--- src/aes_bc_pkg.sv ---
package aes_bc_pkg;

    // configuration register indexes
    localparam logic [2:0] CFG_KEY_SIZE_MODE = 3'd0;
    localparam logic [2:0] CFG_KEY_0         = 3'd1;
    localparam logic [2:0] CFG_KEY_1         = 3'd2;
    localparam logic [2:0] CFG_KEY_2         = 3'd3;
    localparam logic [2:0] CFG_KEY_3         = 3'd4;

    // key size codes
    localparam logic [1:0] KEY_SIZE_128 = 2'd0;
    localparam logic [1:0] KEY_SIZE_192 = 2'd1;

    // round key store geometry: one 128-bit row per round key
    localparam int RK_DEPTH  = 15;
    localparam int RK_WIDTH  = 128;
    localparam int RK_ADDR_W = $clog2(RK_DEPTH);

    typedef logic [RK_ADDR_W-1:0] rk_addr_t;

    // controller to datapath commands
    typedef struct packed {
        logic       load_in;
        logic       exp_step;
        logic [5:0] widx;
        logic [3:0] nk;
        logic       init;
        logic       round;
        logic       last;
        logic       dec;
        rk_addr_t   rd_addr;
        logic       out_load;
    } aes_bc_cmd_t;

    // datapath to controller status
    typedef struct packed {
        logic out_free;
    } aes_bc_status_t;

    localparam logic [7:0] SBOX [256] = '{
        8'h63, 8'h7c, 8'h77, 8'h7b, 8'hf2, 8'h6b, 8'h6f, 8'hc5,
        8'h30, 8'h01, 8'h67, 8'h2b, 8'hfe, 8'hd7, 8'hab, 8'h76,
        8'hca, 8'h82, 8'hc9, 8'h7d, 8'hfa, 8'h59, 8'h47, 8'hf0,
        8'had, 8'hd4, 8'ha2, 8'haf, 8'h9c, 8'ha4, 8'h72, 8'hc0,
        8'hb7, 8'hfd, 8'h93, 8'h26, 8'h36, 8'h3f, 8'hf7, 8'hcc,
        8'h34, 8'ha5, 8'he5, 8'hf1, 8'h71, 8'hd8, 8'h31, 8'h15,
        8'h04, 8'hc7, 8'h23, 8'hc3, 8'h18, 8'h96, 8'h05, 8'h9a,
        8'h07, 8'h12, 8'h80, 8'he2, 8'heb, 8'h27, 8'hb2, 8'h75,
        8'h09, 8'h83, 8'h2c, 8'h1a, 8'h1b, 8'h6e, 8'h5a, 8'ha0,
        8'h52, 8'h3b, 8'hd6, 8'hb3, 8'h29, 8'he3, 8'h2f, 8'h84,
        8'h53, 8'hd1, 8'h00, 8'hed, 8'h20, 8'hfc, 8'hb1, 8'h5b,
        8'h6a, 8'hcb, 8'hbe, 8'h39, 8'h4a, 8'h4c, 8'h58, 8'hcf,
        8'hd0, 8'hef, 8'haa, 8'hfb, 8'h43, 8'h4d, 8'h33, 8'h85,
        8'h45, 8'hf9, 8'h02, 8'h7f, 8'h50, 8'h3c, 8'h9f, 8'ha8,
        8'h51, 8'ha3, 8'h40, 8'h8f, 8'h92, 8'h9d, 8'h38, 8'hf5,
        8'hbc, 8'hb6, 8'hda, 8'h21, 8'h10, 8'hff, 8'hf3, 8'hd2,
        8'hcd, 8'h0c, 8'h13, 8'hec, 8'h5f, 8'h97, 8'h44, 8'h17,
        8'hc4, 8'ha7, 8'h7e, 8'h3d, 8'h64, 8'h5d, 8'h19, 8'h73,
        8'h60, 8'h81, 8'h4f, 8'hdc, 8'h22, 8'h2a, 8'h90, 8'h88,
        8'h46, 8'hee, 8'hb8, 8'h14, 8'hde, 8'h5e, 8'h0b, 8'hdb,
        8'he0, 8'h32, 8'h3a, 8'h0a, 8'h49, 8'h06, 8'h24, 8'h5c,
        8'hc2, 8'hd3, 8'hac, 8'h62, 8'h91, 8'h95, 8'he4, 8'h79,
        8'he7, 8'hc8, 8'h37, 8'h6d, 8'h8d, 8'hd5, 8'h4e, 8'ha9,
        8'h6c, 8'h56, 8'hf4, 8'hea, 8'h65, 8'h7a, 8'hae, 8'h08,
        8'hba, 8'h78, 8'h25, 8'h2e, 8'h1c, 8'ha6, 8'hb4, 8'hc6,
        8'he8, 8'hdd, 8'h74, 8'h1f, 8'h4b, 8'hbd, 8'h8b, 8'h8a,
        8'h70, 8'h3e, 8'hb5, 8'h66, 8'h48, 8'h03, 8'hf6, 8'h0e,
        8'h61, 8'h35, 8'h57, 8'hb9, 8'h86, 8'hc1, 8'h1d, 8'h9e,
        8'he1, 8'hf8, 8'h98, 8'h11, 8'h69, 8'hd9, 8'h8e, 8'h94,
        8'h9b, 8'h1e, 8'h87, 8'he9, 8'hce, 8'h55, 8'h28, 8'hdf,
        8'h8c, 8'ha1, 8'h89, 8'h0d, 8'hbf, 8'he6, 8'h42, 8'h68,
        8'h41, 8'h99, 8'h2d, 8'h0f, 8'hb0, 8'h54, 8'hbb, 8'h16
    };

    localparam logic [7:0] INV_SBOX [256] = '{
        8'h52, 8'h09, 8'h6a, 8'hd5, 8'h30, 8'h36, 8'ha5, 8'h38,
        8'hbf, 8'h40, 8'ha3, 8'h9e, 8'h81, 8'hf3, 8'hd7, 8'hfb,
        8'h7c, 8'he3, 8'h39, 8'h82, 8'h9b, 8'h2f, 8'hff, 8'h87,
        8'h34, 8'h8e, 8'h43, 8'h44, 8'hc4, 8'hde, 8'he9, 8'hcb,
        8'h54, 8'h7b, 8'h94, 8'h32, 8'ha6, 8'hc2, 8'h23, 8'h3d,
        8'hee, 8'h4c, 8'h95, 8'h0b, 8'h42, 8'hfa, 8'hc3, 8'h4e,
        8'h08, 8'h2e, 8'ha1, 8'h66, 8'h28, 8'hd9, 8'h24, 8'hb2,
        8'h76, 8'h5b, 8'ha2, 8'h49, 8'h6d, 8'h8b, 8'hd1, 8'h25,
        8'h72, 8'hf8, 8'hf6, 8'h64, 8'h86, 8'h68, 8'h98, 8'h16,
        8'hd4, 8'ha4, 8'h5c, 8'hcc, 8'h5d, 8'h65, 8'hb6, 8'h92,
        8'h6c, 8'h70, 8'h48, 8'h50, 8'hfd, 8'hed, 8'hb9, 8'hda,
        8'h5e, 8'h15, 8'h46, 8'h57, 8'ha7, 8'h8d, 8'h9d, 8'h84,
        8'h90, 8'hd8, 8'hab, 8'h00, 8'h8c, 8'hbc, 8'hd3, 8'h0a,
        8'hf7, 8'he4, 8'h58, 8'h05, 8'hb8, 8'hb3, 8'h45, 8'h06,
        8'hd0, 8'h2c, 8'h1e, 8'h8f, 8'hca, 8'h3f, 8'h0f, 8'h02,
        8'hc1, 8'haf, 8'hbd, 8'h03, 8'h01, 8'h13, 8'h8a, 8'h6b,
        8'h3a, 8'h91, 8'h11, 8'h41, 8'h4f, 8'h67, 8'hdc, 8'hea,
        8'h97, 8'hf2, 8'hcf, 8'hce, 8'hf0, 8'hb4, 8'he6, 8'h73,
        8'h96, 8'hac, 8'h74, 8'h22, 8'he7, 8'had, 8'h35, 8'h85,
        8'he2, 8'hf9, 8'h37, 8'he8, 8'h1c, 8'h75, 8'hdf, 8'h6e,
        8'h47, 8'hf1, 8'h1a, 8'h71, 8'h1d, 8'h29, 8'hc5, 8'h89,
        8'h6f, 8'hb7, 8'h62, 8'h0e, 8'haa, 8'h18, 8'hbe, 8'h1b,
        8'hfc, 8'h56, 8'h3e, 8'h4b, 8'hc6, 8'hd2, 8'h79, 8'h20,
        8'h9a, 8'hdb, 8'hc0, 8'hfe, 8'h78, 8'hcd, 8'h5a, 8'hf4,
        8'h1f, 8'hdd, 8'ha8, 8'h33, 8'h88, 8'h07, 8'hc7, 8'h31,
        8'hb1, 8'h12, 8'h10, 8'h59, 8'h27, 8'h80, 8'hec, 8'h5f,
        8'h60, 8'h51, 8'h7f, 8'ha9, 8'h19, 8'hb5, 8'h4a, 8'h0d,
        8'h2d, 8'he5, 8'h7a, 8'h9f, 8'h93, 8'hc9, 8'h9c, 8'hef,
        8'ha0, 8'he0, 8'h3b, 8'h4d, 8'hae, 8'h2a, 8'hf5, 8'hb0,
        8'hc8, 8'heb, 8'hbb, 8'h3c, 8'h83, 8'h53, 8'h99, 8'h61,
        8'h17, 8'h2b, 8'h04, 8'h7e, 8'hba, 8'h77, 8'hd6, 8'h26,
        8'he1, 8'h69, 8'h14, 8'h63, 8'h55, 8'h21, 8'h0c, 8'h7d
    };

    // multiply by x in GF(2^8) mod 0x11b
    function automatic logic [7:0] xtime(input logic [7:0] a);
        return a[7] ? ((a << 1) ^ 8'h1b) : (a << 1);
    endfunction

    function automatic logic [31:0] sub_word(input logic [31:0] w);
        return {SBOX[w[31:24]], SBOX[w[23:16]], SBOX[w[15:8]], SBOX[w[7:0]]};
    endfunction

    // byte n of a block sits at bits 127-8n downto 120-8n
    function automatic logic [127:0] sub_shift(input logic [127:0] s);
        logic [127:0] t;
        for (int c = 0; c < 4; c++) begin
            for (int r = 0; r < 4; r++) begin
                t[127 - 8 * (4 * c + r) -: 8] =
                    SBOX[s[127 - 8 * (4 * ((c + r) % 4) + r) -: 8]];
            end
        end
        return t;
    endfunction

    function automatic logic [127:0] inv_sub_shift(input logic [127:0] s);
        logic [127:0] t;
        for (int c = 0; c < 4; c++) begin
            for (int r = 0; r < 4; r++) begin
                t[127 - 8 * (4 * ((c + r) % 4) + r) -: 8] =
                    INV_SBOX[s[127 - 8 * (4 * c + r) -: 8]];
            end
        end
        return t;
    endfunction

    function automatic logic [31:0] mix_col(input logic [31:0] w);
        logic [7:0] a [4];
        logic [7:0] d [4];
        logic [31:0] o;
        for (int k = 0; k < 4; k++) begin
            a[k] = w[31 - 8 * k -: 8];
            d[k] = xtime(a[k]);
        end
        for (int r = 0; r < 4; r++) begin
            o[31 - 8 * r -: 8] = d[r] ^ d[(r + 1) % 4] ^ a[(r + 1) % 4]
                               ^ a[(r + 2) % 4] ^ a[(r + 3) % 4];
        end
        return o;
    endfunction

    function automatic logic [31:0] inv_mix_col(input logic [31:0] w);
        logic [7:0] a  [4];
        logic [7:0] m9 [4];
        logic [7:0] mb [4];
        logic [7:0] md [4];
        logic [7:0] me [4];
        logic [7:0] x2;
        logic [7:0] x4;
        logic [7:0] x8;
        logic [31:0] o;
        for (int k = 0; k < 4; k++) begin
            a[k]  = w[31 - 8 * k -: 8];
            x2    = xtime(a[k]);
            x4    = xtime(x2);
            x8    = xtime(x4);
            m9[k] = x8 ^ a[k];
            mb[k] = x8 ^ x2 ^ a[k];
            md[k] = x8 ^ x4 ^ a[k];
            me[k] = x8 ^ x4 ^ x2;
        end
        for (int r = 0; r < 4; r++) begin
            o[31 - 8 * r -: 8] = me[r] ^ mb[(r + 1) % 4] ^ md[(r + 2) % 4]
                               ^ m9[(r + 3) % 4];
        end
        return o;
    endfunction

    function automatic logic [127:0] mix(input logic [127:0] s);
        return {mix_col(s[127:96]), mix_col(s[95:64]), mix_col(s[63:32]),
                mix_col(s[31:0])};
    endfunction

    function automatic logic [127:0] inv_mix(input logic [127:0] s);
        return {inv_mix_col(s[127:96]), inv_mix_col(s[95:64]),
                inv_mix_col(s[63:32]), inv_mix_col(s[31:0])};
    endfunction

endpackage

--- src/aes_bc_ctrl.sv ---
module aes_bc_ctrl import aes_bc_pkg::*; (
    input  logic           aclk,
    input  logic           aresetn,
    input  logic           cfg_wr_en,
    input  logic [2:0]     cfg_index,
    input  logic [1:0]     cfg_mode,
    input  logic           s_tvalid,
    output logic           s_tready,
    input  logic           s_op,
    input  aes_bc_status_t status,
    output aes_bc_cmd_t    cmd
);

    localparam logic [2:0] ST_IDLE   = 3'd0;
    localparam logic [2:0] ST_EXPAND = 3'd1;
    localparam logic [2:0] ST_PRE    = 3'd2;
    localparam logic [2:0] ST_INIT   = 3'd3;
    localparam logic [2:0] ST_ROUND  = 3'd4;
    localparam logic [2:0] ST_DONE   = 3'd5;

    logic [2:0] state_reg, state_next;
    logic [1:0] mode_reg;
    logic       ready_reg, ready_next;
    logic       dec_reg;
    logic [5:0] widx_reg, widx_next;
    logic [3:0] step_reg, step_next;
    logic [3:0] nr;
    logic [3:0] nk;
    logic [5:0] wlast;
    logic       accept;
    logic       cfg_hit;

    // round count and key length in words
    always_comb begin
        unique case (mode_reg)
            KEY_SIZE_128: nr = 4'd10;
            KEY_SIZE_192: nr = 4'd12;
            default:      nr = 4'd14;
        endcase
    end
    assign nk     = nr - 4'd6;
    assign wlast  = {nr, 2'b11};
    assign accept = s_tvalid && s_tready;
    assign cfg_hit = cfg_wr_en && (cfg_index <= CFG_KEY_3);

    assign s_tready = (state_reg == ST_IDLE);

    // next state and command decode
    always_comb begin
        state_next   = state_reg;
        ready_next   = ready_reg;
        widx_next    = widx_reg;
        step_next    = step_reg;
        cmd          = '0;
        cmd.widx     = widx_reg;
        cmd.nk       = nk;
        cmd.dec      = dec_reg;
        unique case (state_reg)
            ST_IDLE: begin
                cmd.load_in = accept;
                widx_next   = '0;
                if (accept) begin
                    state_next = ready_reg ? ST_PRE : ST_EXPAND;
                end
            end
            ST_EXPAND: begin
                cmd.exp_step = 1'b1;
                widx_next    = widx_reg + 6'd1;
                if (widx_reg == wlast) begin
                    ready_next = 1'b1;
                    state_next = ST_PRE;
                end
            end
            ST_PRE: begin
                cmd.rd_addr = dec_reg ? rk_addr_t'(nr) : '0;
                state_next  = ST_INIT;
            end
            ST_INIT: begin
                cmd.init    = 1'b1;
                cmd.rd_addr = dec_reg ? rk_addr_t'(nr - 4'd1) : rk_addr_t'(1);
                step_next   = 4'd1;
                state_next  = ST_ROUND;
            end
            ST_ROUND: begin
                cmd.round = 1'b1;
                cmd.last  = (step_reg == nr);
                if (step_reg == nr) begin
                    cmd.rd_addr = '0;
                    state_next  = ST_DONE;
                end else begin
                    cmd.rd_addr = dec_reg ? rk_addr_t'(nr - step_reg - 4'd1)
                                          : rk_addr_t'(step_reg + 4'd1);
                end
                step_next = step_reg + 4'd1;
            end
            ST_DONE: begin
                cmd.out_load = status.out_free;
                if (status.out_free) begin
                    state_next = ST_IDLE;
                end
            end
            default: begin
                state_next = ST_IDLE;
            end
        endcase
        // a key or key size write invalidates the schedule
        if (cfg_hit) begin
            ready_next = 1'b0;
        end
    end

    // control registers
    always_ff @(posedge aclk) begin
        if (!aresetn) begin
            state_reg <= ST_IDLE;
            ready_reg <= 1'b0;
            mode_reg  <= KEY_SIZE_128;
            widx_reg  <= '0;
            step_reg  <= '0;
            dec_reg   <= 1'b0;
        end else begin
            state_reg <= state_next;
            ready_reg <= ready_next;
            widx_reg  <= widx_next;
            step_reg  <= step_next;
            if (accept) begin
                dec_reg <= s_op;
            end
            if (cfg_wr_en && cfg_index == CFG_KEY_SIZE_MODE) begin
                mode_reg <= cfg_mode;
            end
        end
    end

    // expansion never runs past the last schedule word
    assert property (@(posedge aclk) disable iff (!aresetn)
        state_reg == ST_EXPAND |-> widx_reg <= wlast)
        else $error("key expansion index out of range");

    // round step never exceeds the round count
    assert property (@(posedge aclk) disable iff (!aresetn)
        state_reg == ST_ROUND |-> step_reg >= 4'd1 && step_reg <= nr)
        else $error("round step out of range");

    // a key write always drops the schedule
    assert property (@(posedge aclk) disable iff (!aresetn)
        cfg_hit |=> !ready_reg)
        else $error("schedule kept after key write");

    // leaving expansion means the schedule is marked ready
    assert property (@(posedge aclk) disable iff (!aresetn)
        state_reg == ST_EXPAND && state_next == ST_PRE && !cfg_hit |=> ready_reg)
        else $error("schedule not marked after expansion");

endmodule

--- config.mk ---
export PLATFORM = sky130hd
export DESIGN_NAME = aes_bc_ctrl
export DESIGN_NICKNAME = d
export VERILOG_FILES = /design/src/aes_bc_pkg.sv /design/src/aes_bc_ctrl.sv
export SDC_FILE = /design/constraint.sdc
export NUM_CORES = 1
export LEC_CHECK = 0
export ABC_CLOCK_PERIOD_IN_PS = 2200
export BUFFER_PORTS_ARGS = -buffer_cell sky130_fd_sc_hd__buf_2
export CAP_MARGIN = 30
export CORE_ASPECT_RATIO = 1.5
export CORE_UTILIZATION = 51
export CTS_CLUSTER_DIAMETER = 120
export DETAILED_ROUTE_END_ITERATION = 16
export PLACE_DENSITY = 0.76
export SLEW_MARGIN = 0
export SYNTH_ARGS = -nofsm -noshare
export SYNTH_HDL_FRONTEND = slang
export SYNTH_SLANG_ARGS = --single-unit
--- constraint.sdc ---
create_clock -name aclk -period 2.2 [get_ports aclk]
set_input_delay 0.44 -clock aclk [delete_from_list [all_inputs] [get_ports aclk]]
set_output_delay 0.44 -clock aclk [all_outputs]
set_load 0.02 [all_outputs]
==> impl_metrics.toml, run 1 <==
[status]
failed_checks = "negative setup slack"
status = "complete, but fails checks"

[sta]
slew-limit-headroom_pct = 62.51
fmax_mhz = 411.4
post-route-period-util_pct = 110.5
period_minus_slack_ns = 2.431
setup_viol = 4
skew_ns = 0.007710
hold_viol = 0
slew_violations = 0
worst_pin_slew_ns = 0.5546
fin_ws_ns = -0.2307
rsz0062_at_grt = "yes"

[finish]
fin_nets = 189
fin_util_pct = 66.87
largest_reg_flops = 6
fin_area_sq_mm = 0.001389
fillers = 196
num_antenna_cells = 0
ff_latch_area_sq_um = 341.6
layout-drive-gt1-share_pct = 32.75
syn_to_final_growth_pct = 20.65
multi_input_area_sq_um = 745.7

[floorplanning]
row_count = 20
dieArea_sq_mm = 0.002455
coreArea_sq_mm = 0.002077
io_pins = 33
start_util_pct = 55.42
die_w_um = 40.79
chipHeight_um = 60.19

[pwr]
p_leak_uw = 0.0005822
ir_worst_vdd_v = 0.0003943
p_total_uw = 818.4
p_per_area_mw_per_mm2 = 589.3

[setup_path]
endpoint_kind = "output pin"
critPathArrivalTime_ns = 1.99
cp.required_ns = 1.76
cp_max_fo = 3
crit_path_start_kind = "flip-flop"
critPathKind = "reg -> out"

[global_route]
grtUsageTotal_pct = 23.48
grt_pass1_vias = 1006
overflow = 0
antenna_found_initial = 0
grt_pass1_wl_um = 3967
grt_max_degree = 18

[drt]
drtAntennaViolNets = 0
wl_per_cell_um = 13.44
detail_route.vias_per_cell = 5.648
drc = 0
drtPass1Iterations = 4
drtIter0Drc = 28
vias = 1090
wl_um = 2593

[clock_tree]
cts_buffer_depth = 2
clk_latency_ns = 0.30
cts_buffers = 3
htree_levels = 1
clock_sink_count = 17
cts_tree = "done"
clk_pin_slew_ns = 0.10
post_cts_buffers = 0
root_buffer = "clkbuf_4"

[worst_hold_path]
hold_path.class = "in -> reg"

[placed_design]
hpwl_um = 1941
io_buffers = 31
gp_congestion = 0.7012
place_area_sq_mm = 0.001333

[yosys]
synth-edff-count = 0
yosysMostFrequentCell = "dfxtp_1"
yosysTopAreaCellShare_pct = 29.57
synth_area_leaders = "dfxtp_1, ha_1, nor2_1"
synth_nets = 156
ys_seq_area_share_pct = 29.57
synth_area_sq_mm = 0.001151
async_flop_share_pct = 0
synth_top_cells_by_count = "dfxtp_1, nor2_1, a21oi_1"
synth_area_per_cell_sq_um = 8.281
ys.flop_type = "dfxtp_1"
yosysWarnings = 0
yosysUniqueCellTypes = 47
ys_ff_latch = 17
synthCells = 139
synth_area_leader_cell = "dfxtp_1"

[flow_run]
drv_cap = 0
[critical path, cell delays in order, from the launching register on]
cell	delay (ns)
dfxtp_2	0.34
or2b_1	0.24
ha_2	0.18
fa_2	0.53
a21oi_2	0.05
o22ai_1	0.17
buf_4	0.17
[area by class of cell]
| cell class | instances | area share [%] |
|---|---|---|
| Clock inverter | 1 | 0.3604 |
| Sequential cell | 17 | 24.59 |
| Timing Repair Buffer | 37 | 15.59 |
| Tap cell | 22 | 1.982 |
| Inverter | 8 | 2.162 |
| Multi-Input combinational cell | 105 | 53.69 |
| Clock buffer | 3 | 1.622 |
[placed cells by master, fill, tap and decap left out, types with 3 or more instances in the layout]
cell       n
buf_2     26
dfxtp_1   16
nor2_1    15
buf_4     10
a21oi_1    9
o21ai_1    8
nand2_1    8
inv_1      5
and2_1     4
mux2i_1    4
nand3_1    4
ha_1       4
inv_2      3
nand3b_1   3
xnor2_1    3
o21ai_0    3
mux2_1     3
clkbuf_4   3
[kinds of logic after synthesis]
kind of cell	count (synthesis)	synth area share, %
AND/OR/NAND/NOR	56	29.67
AO/OA/AOI/OAI	32	17.61
flip-flops	17	29.57
buffers and inverters	17	6.956
multiplexers	7	6.413
adder cells (fa/ha/maj)	6	7.174
XOR/XNOR	3	2.283
other	1	0.3258
[report_power, final]
| part | leakage (uW) | switching, uW | total [uW] | internal (uW) |
|---|---|---|---|---|
| clock network | 0.0000177 | 109 | 177 | 67.9 |
| logic | 0.000426 | 180 | 296 | 115 |
| registers | 0.000138 | 18.8 | 346 | 327 |
| total | 0.000582 | 308 | 818 | 511 |
[worst paths after layout]
path | from | slack (ns) | cells past startpoint | to
setup / recovery | mode_reg[0] | -0.23 | 6 | cmd[3]
hold / removal | cfg_wr_en | 0.33 | 2 | ready_reg
setup reg to reg | mode_reg[1] | 0.34 | 5 | state_reg[0]
hold reg to reg | widx_reg[1] | 0.51 | 2 | widx_reg[1]
[routing by layer]
metal	track usage [%]	vias up	part of all wire (%)
li1	-	555	-
met1	23.73	510	42
met2	41.96	19	54
met3	3.717	6	2.5
met4	12.86	0	1.8
met5	0	-	0
[per-stage QoR]
step           hold slack, ns  setup TNS, ns  cells  worst slack (ns)
2_1_floorplan          0.4923              0    139           0.01821
5_1_grt                0.3292        -0.9488    193           -0.3140
3_5_place_dp           0.4989              0    189           0.02765
6_report               0.3303        -0.5732    193           -0.2307
4_1_cts                0.3202        -0.6209    193           -0.2324
3_3_place_gp           0.4980              0    189           0.08282
[what timing repair did]
| action | in CTS | in global routing |
|---|---|---|
| resized for setup | 9 | 3 |
| setup endpoints to repair | 4 | 5 |
| pin swaps | 3 | 1 |
| hold buffers | 0 | 0 |
| hold endpoints to repair | 0 | 0 |
Power figures use the tool's default switching activity.
==> inputs of run 2 (changes only) <==
--- a/config.mk
+++ b/config.mk
@@ -13,6 +13,7 @@
 export CTS_CLUSTER_DIAMETER = 120
 export DETAILED_ROUTE_END_ITERATION = 16
 export PLACE_DENSITY = 0.76
+export SETUP_SLACK_MARGIN = 0.3
 export SLEW_MARGIN = 0
 export SYNTH_ARGS = -nofsm -noshare
 export SYNTH_HDL_FRONTEND = slang
==> constraint.sdc (replaced) <==
create_clock -name aclk -period 2.2 [get_ports aclk]
set_input_delay 0.22 -clock aclk [delete_from_list [all_inputs] [get_ports aclk]]
set_output_delay 0.22 -clock aclk [all_outputs]
set_load 0.02 [all_outputs]
==> run 2 against run 1 <==
The run still ends with negative setup slack left. Worst setup slack gained 0.21 ns. Clock power is essentially flat. Sequential power is essentially flat. Worst hold slack lost 0.21 ns. Register-to-register slack gained 0.03 ns. Cell area grew 4.3%. Wire length grew 9.4%. Die area is the same. Fmax grew 9.5%. Highest routed layer unchanged. Global-route usage grew 1.5 points.
==> impl_metrics.toml, run 2 (same netlist as run 1, synthesis figures left out) <==
[status]
status = "complete, but fails checks"
failed_checks = "negative setup slack"

[finish]
syn_to_final_growth_pct = 25.87
mostFrequentLayoutCell = "buf_2"
final_cell_mix = "buf_2, nor2_1, dfxtp_1"
fin_nets = 191
fin_area_sq_mm = 0.001449
multi_input_area_sq_um = 779.5
ff_latch_area_sq_um = 342.8
stdcell_count = 195
num_antenna_cells = 0
largest_reg_flops = 6
layout-drive-gt1-share_pct = 37.57
fillers = 193

[floorplanning]
coreArea_sq_mm = 0.002077
chipHeight_um = 60.19
dieArea_sq_mm = 0.002455
start_util_pct = 55.42
io_pins = 33
row_count = 20
die_w_um = 40.79

[setup_path]
crit_path_start_kind = "flip-flop"
critPathArrivalTime_ns = 2.00
cp.required_ns = 1.98
endpoint_kind = "output pin"
cp_max_fo = 4
critPathKind = "reg -> out"

[clock_tree]
cts_hold_buf = 0
clk_pin_slew_ns = 0.10
root_buffer = "clkbuf_4"
htree_levels = 1
clock_sink_count = 17
cts_buffers = 3
clk_latency_ns = 0.30
cts_buffer_depth = 2
cts_tree = "done"

[sta]
rsz0062_at_grt = "yes"
hold_viol = 0
period_minus_slack_ns = 2.220
fin_setup_tns_ns = -0.03288
slew-limit-headroom_pct = 60.66
whs_ns = 0.1213
setup_viol = 2
skew_ns = 0.003046
worst_pin_slew_ns = 0.5819
slew_violations = 0
fmax_mhz = 450.5
fin_ws_ns = -0.01971
post-route-period-util_pct = 100.9

[global_route]
overflow = 0
grt_busiest_layer = "met2"
grtUsageTotal_pct = 24.95
grtUsageMet3_pct = 3.346
grt_pass1_wl_um = 4202
grt.met1_usage_pct = 23.85
antenna_found_initial = 0
met2_usage_pct = 47.77
grt_max_degree = 18
grt_pass1_vias = 1012

[pwr]
p_leak_uw = 0.0005981
ir_worst_vdd_v = 0.0004000
p_total_uw = 842.2
p_per_area_mw_per_mm2 = 581.3

[placed_design]
hpwl_um = 1994
gp_congestion = 0.7417
place_area_sq_mm = 0.001316
dp.cells = 186
io_buffers = 31

[drt]
detail_route.vias_per_cell = 6.041
drtPass1Iterations = 4
wl_per_cell_um = 14.55
drtIter0Drc = 33
vias = 1178
drtAntennaViolNets = 0
wl_um = 2837
drc = 0

[worst_hold_path]
hold_path.class = "in -> reg"

[flow_run]
drv_cap = 0
run 2: final cells by class:
type                    count  area share, %
multi-input cells         105          53.80
clock buffers               3          1.554
clock inverters             1         0.3454
inverters                   8          2.073
well taps                  22          1.900
repair buffers             39          16.67
flip-flops and latches     17          23.66
run 2: through the flow:
step                      util, %  setup WS (ns)
after floorplan                 -         0.2730
after global placement      63.37         0.2053
after detailed placement    63.37        0.09561
after CTS                   67.71       -0.01823
after global routing        69.76        -0.1290
final                       69.76       -0.01971
run 2: where the power goes:
part / leakage (uW) / switching (uW) / internal (uW) / total, uW
Clock: 0.0000177 / 107 / 68.0 / 175
Sequential: 0.000139 / 19.6 / 327 / 347
Combinational: 0.000442 / 189 / 131 / 320
Total: 0.000598 / 316 / 527 / 842
run 2: per-layer routing:
| metal | wire (um) | up-vias |
|---|---|---|
| met2 | 1666 | 32 |
| li1 | - | 565 |
| met3 | 92 | 5 |
| met4 | 44 | 0 |
| met1 | 1033 | 576 |
| met5 | 0 | - |
run 2: critical path: stages (launching register included):
cell and delay (ns):
dfxtp_2 0.35, or2b_1 0.26, ha_2 0.20, fa_2 0.53
a21oi_2 0.06, o22ai_2 0.17, buf_6 0.14
run 2: path summary, 6_finish.rpt:
kind	startpoint	to	slack [ns]	cells past startpoint
max	mode_reg[1]	cmd[3]	-0.02	6
min	cfg_wr_en	ready_reg	0.12	2
max reg2reg	mode_reg[0]	state_reg[0]	0.37	6
min reg2reg	widx_reg[1]	widx_reg[1]	0.52	2
run 2: timing repair:
action	4_1_cts	5_1_grt
buffers inserted	3	2
resized for setup	16	7
setup endpoints to repair	7	8
pin swaps	3	6
